--- config.mk ---
export PLATFORM = sky130hd
export DESIGN_NAME = srpdc_diff_stage
export DESIGN_NICKNAME = d
export VERILOG_FILES = /design/src/hw/rtl/srpdc_pkg.sv /design/src/hw/rtl/srpdc_diff_stage.sv
export SDC_FILE = /design/constraint.sdc
export NUM_CORES = 1
export LEC_CHECK = 0
export ABC_AREA = 1
export BUFFER_PORTS_ARGS = -buffer_cell sky130_fd_sc_hd__buf_4
export CAP_MARGIN = 20
export CELL_PAD_IN_SITES_DETAIL_PLACEMENT = 1
export CELL_PAD_IN_SITES_GLOBAL_PLACEMENT = 1
export CORE_AREA = 2 2 333 335
export DETAILED_ROUTE_END_ITERATION = 8
export DIE_AREA = 0 0 335 337
export MAX_ROUTING_LAYER = met4
export PLACE_DENSITY = 0.64
export SETUP_SLACK_MARGIN = 0.5
export SLEW_MARGIN = 20
export SYNTH_ARGS = -nofsm -noshare
export SYNTH_HDL_FRONTEND = slang
export SYNTH_SLANG_ARGS = --single-unit
--- constraint.sdc ---
create_clock -name clock -period 6.1 [get_ports clock]
set_input_delay 0.61 -clock clock [delete_from_list [all_inputs] [get_ports clock]]
set_output_delay 0.61 -clock clock [all_outputs]
set_load 0.1 [all_outputs]
--- src/hw/rtl/srpdc_pkg.sv ---
// Package for the reduced SHA-256 pair difference checker: constants, types
// and round functions. Depends on nothing.
package srpdc_pkg;
   localparam int unsigned Rounds = 57;
   localparam int unsigned WordW = 32;
   localparam int unsigned WeightW = 9;
   localparam int unsigned ScanW = 4;
   localparam int unsigned CsrIdxW = 2;

   typedef logic [WordW-1:0] word_type;
   typedef word_type state_type [8];
   typedef word_type sched_type [16];

   typedef enum logic [CsrIdxW-1:0] {
      CSR_SCAN_INDEX  = 2'd0,
      CSR_FIRST_WORD  = 2'd1,
      CSR_FILL_WORD   = 2'd2,
      CSR_KERNEL_MASK = 2'd3
   } csr_index_type;

   localparam logic [ScanW-1:0] ScanReset = 4'd1;
   localparam word_type FirstReset = 32'h17149975;
   localparam word_type FillReset = 32'hffffffff;
   localparam word_type KernelReset = 32'h80000000;
   localparam logic [ScanW-1:0] KernelWordB = 4'd9;

   localparam word_type RoundK [64] = '{
      32'h428a2f98, 32'h71374491, 32'hb5c0fbcf, 32'he9b5dba5, 32'h3956c25b, 32'h59f111f1,
      32'h923f82a4, 32'hab1c5ed5, 32'hd807aa98, 32'h12835b01, 32'h243185be, 32'h550c7dc3,
      32'h72be5d74, 32'h80deb1fe, 32'h9bdc06a7, 32'hc19bf174, 32'he49b69c1, 32'hefbe4786,
      32'h0fc19dc6, 32'h240ca1cc, 32'h2de92c6f, 32'h4a7484aa, 32'h5cb0a9dc, 32'h76f988da,
      32'h983e5152, 32'ha831c66d, 32'hb00327c8, 32'hbf597fc7, 32'hc6e00bf3, 32'hd5a79147,
      32'h06ca6351, 32'h14292967, 32'h27b70a85, 32'h2e1b2138, 32'h4d2c6dfc, 32'h53380d13,
      32'h650a7354, 32'h766a0abb, 32'h81c2c92e, 32'h92722c85, 32'ha2bfe8a1, 32'ha81a664b,
      32'hc24b8b70, 32'hc76c51a3, 32'hd192e819, 32'hd6990624, 32'hf40e3585, 32'h106aa070,
      32'h19a4c116, 32'h1e376c08, 32'h2748774c, 32'h34b0bcb5, 32'h391c0cb3, 32'h4ed8aa4a,
      32'h5b9cca4f, 32'h682e6ff3, 32'h748f82ee, 32'h78a5636f, 32'h84c87814, 32'h8cc70208,
      32'h90befffa, 32'ha4506ceb, 32'hbef9a3f7, 32'hc67178f2};

   localparam state_type InitState = '{
      32'h6a09e667, 32'hbb67ae85, 32'h3c6ef372, 32'ha54ff53a,
      32'h510e527f, 32'h9b05688c, 32'h1f83d9ab, 32'h5be0cd19};

   // Config register values; the message blocks are built from them as each
   // transaction is accepted, so a later write cannot disturb items in flight.
   typedef struct packed {
      logic [ScanW-1:0] scan_index;
      word_type first_word;
      word_type fill_word;
      word_type kernel_mask;
   } csr_type;

   function automatic word_type rotr(input word_type x, input int unsigned n);
      rotr = (x >> n) | (x << (WordW - n));
   endfunction

   // One round: state and schedule word in, next state out.
   function automatic state_type round_step(input state_type v, input word_type k,
                                            input word_type w);
      word_type big1, ch, t1, big0, maj, t2;
      state_type r;
      big1 = rotr(v[4], 6) ^ rotr(v[4], 11) ^ rotr(v[4], 25);
      ch = (v[4] & v[5]) ^ (~v[4] & v[6]);
      t1 = v[7] + big1 + ch + k + w;
      big0 = rotr(v[0], 2) ^ rotr(v[0], 13) ^ rotr(v[0], 22);
      maj = (v[0] & v[1]) ^ (v[0] & v[2]) ^ (v[1] & v[2]);
      t2 = big0 + maj;
      r[7] = v[6]; r[6] = v[5]; r[5] = v[4]; r[4] = v[3] + t1;
      r[3] = v[2]; r[2] = v[1]; r[1] = v[0]; r[0] = t1 + t2;
      return r;
   endfunction

   // Slide the 16-word schedule window by one, appending the next word.
   function automatic sched_type sched_step(input sched_type w);
      word_type s0, s1;
      sched_type r;
      s1 = rotr(w[14], 17) ^ rotr(w[14], 19) ^ (w[14] >> 10);
      s0 = rotr(w[1], 7) ^ rotr(w[1], 18) ^ (w[1] >> 3);
      for (int i = 0; i < 15; i++) begin
         r[i] = w[i+1];
      end
      r[15] = s1 + w[9] + s0 + w[0];
      return r;
   endfunction

   function automatic logic [5:0] popcount32(input word_type x);
      logic [5:0] n;
      n = '0;
      for (int i = 0; i < WordW; i++) begin
         n = n + {5'd0, x[i]};
      end
      return n;
   endfunction
endpackage

--- src/hw/rtl/srpdc_diff_stage.sv ---
// Final stages: compare a words, form XOR differences, then sum the weight.
// Uses srpdc_pkg.
module srpdc_diff_stage (
   input  logic                 clock,
   input  logic                 reset,
   input  logic                 advance,
   input  logic                 in_valid,
   input  srpdc_pkg::word_type  in_cand,
   input  srpdc_pkg::state_type in_st1,
   input  srpdc_pkg::state_type in_st2,
   output logic                 out_valid,
   output srpdc_pkg::word_type  out_cand,
   output logic [srpdc_pkg::WeightW-1:0] out_weight,
   output srpdc_pkg::state_type out_diff
);
   import srpdc_pkg::*;

   logic v1_ff, v2_ff;
   word_type cand1_ff, cand2_ff;
   state_type diff1_ff, diff2_ff;
   logic [5:0] cnt_ff [8];
   logic [WeightW-1:0] weight_ff;
   logic [WeightW-1:0] sum_in;

   always_comb begin
      sum_in = '0;
      for (int i = 0; i < 8; i++) begin
         sum_in = sum_in + {3'd0, cnt_ff[i]};
      end
   end

   always_ff @(posedge clock) begin
      if (reset) begin
         v1_ff <= 1'b0;
         v2_ff <= 1'b0;
      end else if (advance) begin
         // Misses drop out here: only equal a words go on.
         v1_ff <= in_valid && (in_st1[0] == in_st2[0]);
         v2_ff <= v1_ff;
      end
   end

   always_ff @(posedge clock) begin
      if (advance) begin
         cand1_ff <= in_cand;
         for (int i = 0; i < 8; i++) begin
            diff1_ff[i] <= in_st1[i] ^ in_st2[i];
            cnt_ff[i] <= popcount32(in_st1[i] ^ in_st2[i]);
         end
         cand2_ff <= cand1_ff;
         diff2_ff <= diff1_ff;
         weight_ff <= sum_in;
      end
   end

   assign out_valid = v2_ff;
   assign out_cand = cand2_ff;
   assign out_weight = weight_ff;
   assign out_diff = diff2_ff;
endmodule

Word level (Yosys, flattened, before mapping)
Memories as Yosys holds them, arrays and structs flattened.
Cells that the tools add are included.
- register bits: 587
- bits in latches: 0
- memory bits (writable): 48
- ROM bits: 0
- bits of input ports: 548
- word-level logic and storage cells: 289
- memories: 1
- memory list (memory ; words ; bits a word ; read ports ; clocked after Yosys merged registers in ; wr ports ; RTL line ; text):
    cnt_ff ; 8 ; 6 ; 8 ; 0 ; 8 ; srpdc_diff_stage.sv:21 ; logic [5:0] cnt_ff [8];
- $add $sub $neg: 255
- multipliers: 0
- div/mod/pow operators: 0
- $lt $le $gt $ge: 0
- equal/unequal tests: 1
- shifts and indexed selects: 0
- multiplexer cells: 2
- bitwise operators: 8
- reduce and logical (&&, ||, !) cells: 1
- operator list (operator ; count):
    6-bit by 1-bit adder with 6-bit output ; 208
    32-bit XOR ; 8
    5-bit by 1-bit adder with 6-bit output ; 8
    4-bit by 1-bit adder with 5-bit output ; 8
    9-bit by 6-bit adder with 9-bit output ; 4
    3-bit by 1-bit adder with 4-bit output ; 8
    32-bit equality test ; 1
    2-bit by 1-bit adder with 3-bit output ; 8
    1-bit by 1-bit adder with 2-bit output ; 8
    8-bit by 6-bit adder with 9-bit output ; 1
    7-bit by 6-bit adder with 8-bit output ; 1
    6-bit by 6-bit adder with 7-bit output ; 1
    1-bit two-way mux ; 2
    1-bit logical AND ; 1

Longest topological paths before layout
- depth in word-level cells: 32
- mapped depth: 20

Worst setup path after synthesis
No wires, ideal clock.
- path kind: input-to-reg
- from: in in_st2[215] (netlist bit)
- to: mem cnt_ff[1][4] (netlist: cnt_ff[0][10]), data pin
- library setup time: 257 ps
- data arrival time: 4990 ps
- data required time: 5843 ps
- slack: 853 ps
- stages on the path: 16
- buffers on the path: 0
- cells stage by stage: xor2_1 > inv_1 > fa_1 > fa_1 > inv_1 > fa_1 > inv_1 > fa_1 > fa_1 > inv_1 > fa_1 > ha_1 > inv_1 > fa_1 > o21a_1 > xor2_1
- RTL lines (what ; RTL line ; text):
    start, declared ; srpdc_diff_stage.sv:10 ; input srpdc_pkg::state_type in_st2,
    end, declared ; srpdc_diff_stage.sv:21 ;

==> summary.txt <==
Die
  • Die width: approximately 340 µm
  • Die Height: 337 µm
  • IO Pins: 846
  • Core area: 110000 µm²
  • Initial Utilization: 26.6%
  • Site Rows: between 100 and 150
  • Die area: 113000 µm²

Cells and area
  • Util after Layout: 36.5%
  • Fillers: around 12000
  • Share of layout cells above drive strength 1: 35.0%
  • Area Overhead vs Synth: 36.9%
  • Total Nets Final: 3586

Clocking
  • Post-CTS Setup Bufs: 0
  • Clk slew on worst S/H paths: 0.06 ns
  • CTS tree: yes
  • Post-CTS Hold Buffers: 0
  • Max Root-Sink Buffers: 3
  • Clock Latency Late Sink: 0.64 ns
  • # clock sinks: 635
  • CTS buffer count: 75
  • CTS Root Cell: clkbuf_16
  • Post-CTS sizing: 0
  • H-tree levels: 3

Setup path
  • Cell chain of the critical path: buf_4, xor2_1, inv_1, fa_1, fa_1, inv_1, fa_1, fa_1, inv_1, fa_1, fa_1, inv_1, ha_1, fa_1, a21oi_1, nor2_1, nor2_1, xnor2_1
  • Crit start category: input port
  • Worst Path Arrival: between 5 and 6 ns
  • Worst path required time: 6.48 ns
  • CP max stage cell: fa_1
  • WS Path Type: input port to register
  • Critical path endpoint category: register
  • CP delay by family, top: adder cells
  • Slowest stage delay, CP: roughly 0.6 ns
  • WP buf/inv: 5
  • CP max FO: 2
  • CP dominant cell by count: fa_1

Global routing
  • Tot GR Track Use: between 10% and 20%
  • Largest net degree at the start of global routing: 170
  • Grt ovf: 0
  • Vias in the first global route: between 15000 and 20000
  • Initial antenna violation count: 1
  • First-pass GRT wire length: 115000 µm

Timing
  • Slew HR: 27.0%
  • Slew Viols, Final: 0
  • Final min period: 5.02 ns
  • Highest clock rate: 199 MHz
  • Tcrit/Tclk final: 82.2%
  • Final setup viols: 0
  • Final Skew: 0.0284 ns
  • Setup TNS: 0 ns
  • Final Hold Fails: 0
  • Worst-Margin Slew: about 1.1 ns
  • RSZ-0062 raised after global routing: no

Placed design
  • IO Port Bufs: 845
  • Detailed placer's ending HPWL: 64700 µm
  • GP Congestion: about 0.78

Power
  • Comb power frac: 57.5%
  • Pwr/cell area: 674 nW/µm²
  • Tot Pwr: 26.9 mW
  • Int Power: 15.3 mW
  • Sw Ratio: approximately 43%
  • P_sw: 11.6 mW
  • Clock share of power: 17.4%
  • Sequential Power Share: about a quarter
  • Worst vdd ir: around 0.83 mV
  • Static leakage: 17.4 nW

Logic synthesis
  • Synth top cells by count: 633 x edfxtp_1, 441 x inv_1, 227 x fa_1, 176 x xor2_1, 99 x nand2_1
  • YS warnings: 0
  • Synthesized flop and latch total: 635
  • Mapped Area: between 20000 and 30000 µm²
  • Synth Flop Type: edfxtp_1
  • Yosys top cell area share: 65.2%
  • Netlist cell types: 19
  • Area leader, netlist: edfxtp_1
  • Top-count cell post-synth: edfxtp_1
  • Asr flop ratio synth: 0%
  • Post-Syn Instances: 1816
  • Mapped Nets: 2657
  • Syn Area/Cell: between 15 and 20 µm²
  • EDFF count, synth: roughly 630
  • Post-synthesis sequential area ratio: between 60 and 70%
  • Synth area leaders: edfxtp_1 65%, fa_1 16%, inv_1 5.7%

Drt
  • Final WL: 80500 µm
  • Router iterations before antenna repair: 5
  • Vias per cell: 3.93
  • Final ANT Viol Nets: 0
  • DR iter-0 viols: 699
  • DRC viols: 0
  • Routed len/inst: around 19 µm
  • Via count: 16600

Job
  • Max-cap violations: 0

Status
  • Status: complete, no violations

Min path
  • Tightest Hold Check Type: input port to register
==> per-stage QoR <==
step                hold WS, ns  cells  instance area (µm²)  setup slack [ns]
detailed placement        0.405   4094                37400             0.403
global route             0.0925   4230                39900             0.894
floorplan                 0.400   1816                29200             0.853
CTS                      0.0666   4229                39900              1.08
finish                    0.143   4230                39900              1.08
global placement          0.400   4094                37400             0.455
==> registers in the layout, indices dropped and copies added, names as in the netlist <==
| name | cells |
|---|---|
| diff1_ff | 256 |
| cnt_ff | 48 |
| out_valid | 1 |
| v1_ff | 1 |
| out_weight | 9 |
| cand1_ff | 32 |
| out_diff | 256 |
| out_cand | 32 |
==> layout by cell type (no fill, tap or decap), drive strengths merged, types with 35 or more instances in the layout <==
master,instances
clkbuf,89
edfxtp,633
ha,66
xor2,176
inv,447
nand2,115
xnor2,79
buf,852
nor2,35
fa,227
==> final cells by class <==
cell class / count / area, µm² / area share (%)
Sequential cell: 635 / 19000 / 47.7
Multi-Input combinational cell: 740 / 8470 / 21.2
Timing Repair Buffer: 852 / 6440 / 16.1
Clock buffer: 89 / 1950 / 4.88
Tap cell: 1426 / 1780 / 4.47
Inverter: 441 / 1660 / 4.14
Clock inverter: 46 / 599 / 1.50
Antenna cell: 1 / 2.50 / 0.00626
==> cell families (layout without fill, tap and decap cells) <==
family	after synthesis	in the layout	synth area share [%]
AO/OA/AOI/OAI	40	40	0.862
XOR/XNOR	255	255	7.66
adder cells (fa/ha/maj)	293	293	18.4
buffers and inverters	441	1428	5.67
flip-flops	635	635	65.3
other	0	1	0
AND/OR/NAND/NOR	152	152	2.10
==> routing by layer <==
metal / share of wire, % / vias to the layer above / track usage, %
met1: 36 / 8240 / 15.3
met4: 3.2 / 0 / 5.33
met5: 0 / - / -
met3: 6.9 / 136 / 3.80
met2: 53 / 555 / 25.8
li1: - / 7713 / -
==> power by group through the flow <==
stage | Clock, mW | Sequential, mW | Combinational [mW]
final | 4.67 | 6.76 | 15.5
after global placement | 0 | 6.86 | 15.7
after global routing | 5.00 | 6.83 | 18.2
after detailed placement | 0 | 6.87 | 16.0
after CTS | 4.86 | 6.79 | 16.2
after floorplan | 0 | 8.05 | 10.1
==> path summary, 6_finish.rpt <==
kind	slack [ns]	depth (start not counted)	start	end
worst max-delay path	1.08	18	in_st1[55]	cnt_ff[1][16]
worst min-delay path	0.14	1	in_cand[1]	cand1_ff[1]
worst max register to register	1.90	12	cnt_ff[0][20]	out_weight[8]
worst min register to register	0.39	0	diff1_ff[102]	out_diff[102]
No activity file was read; power rests on OpenSTA's default activity.
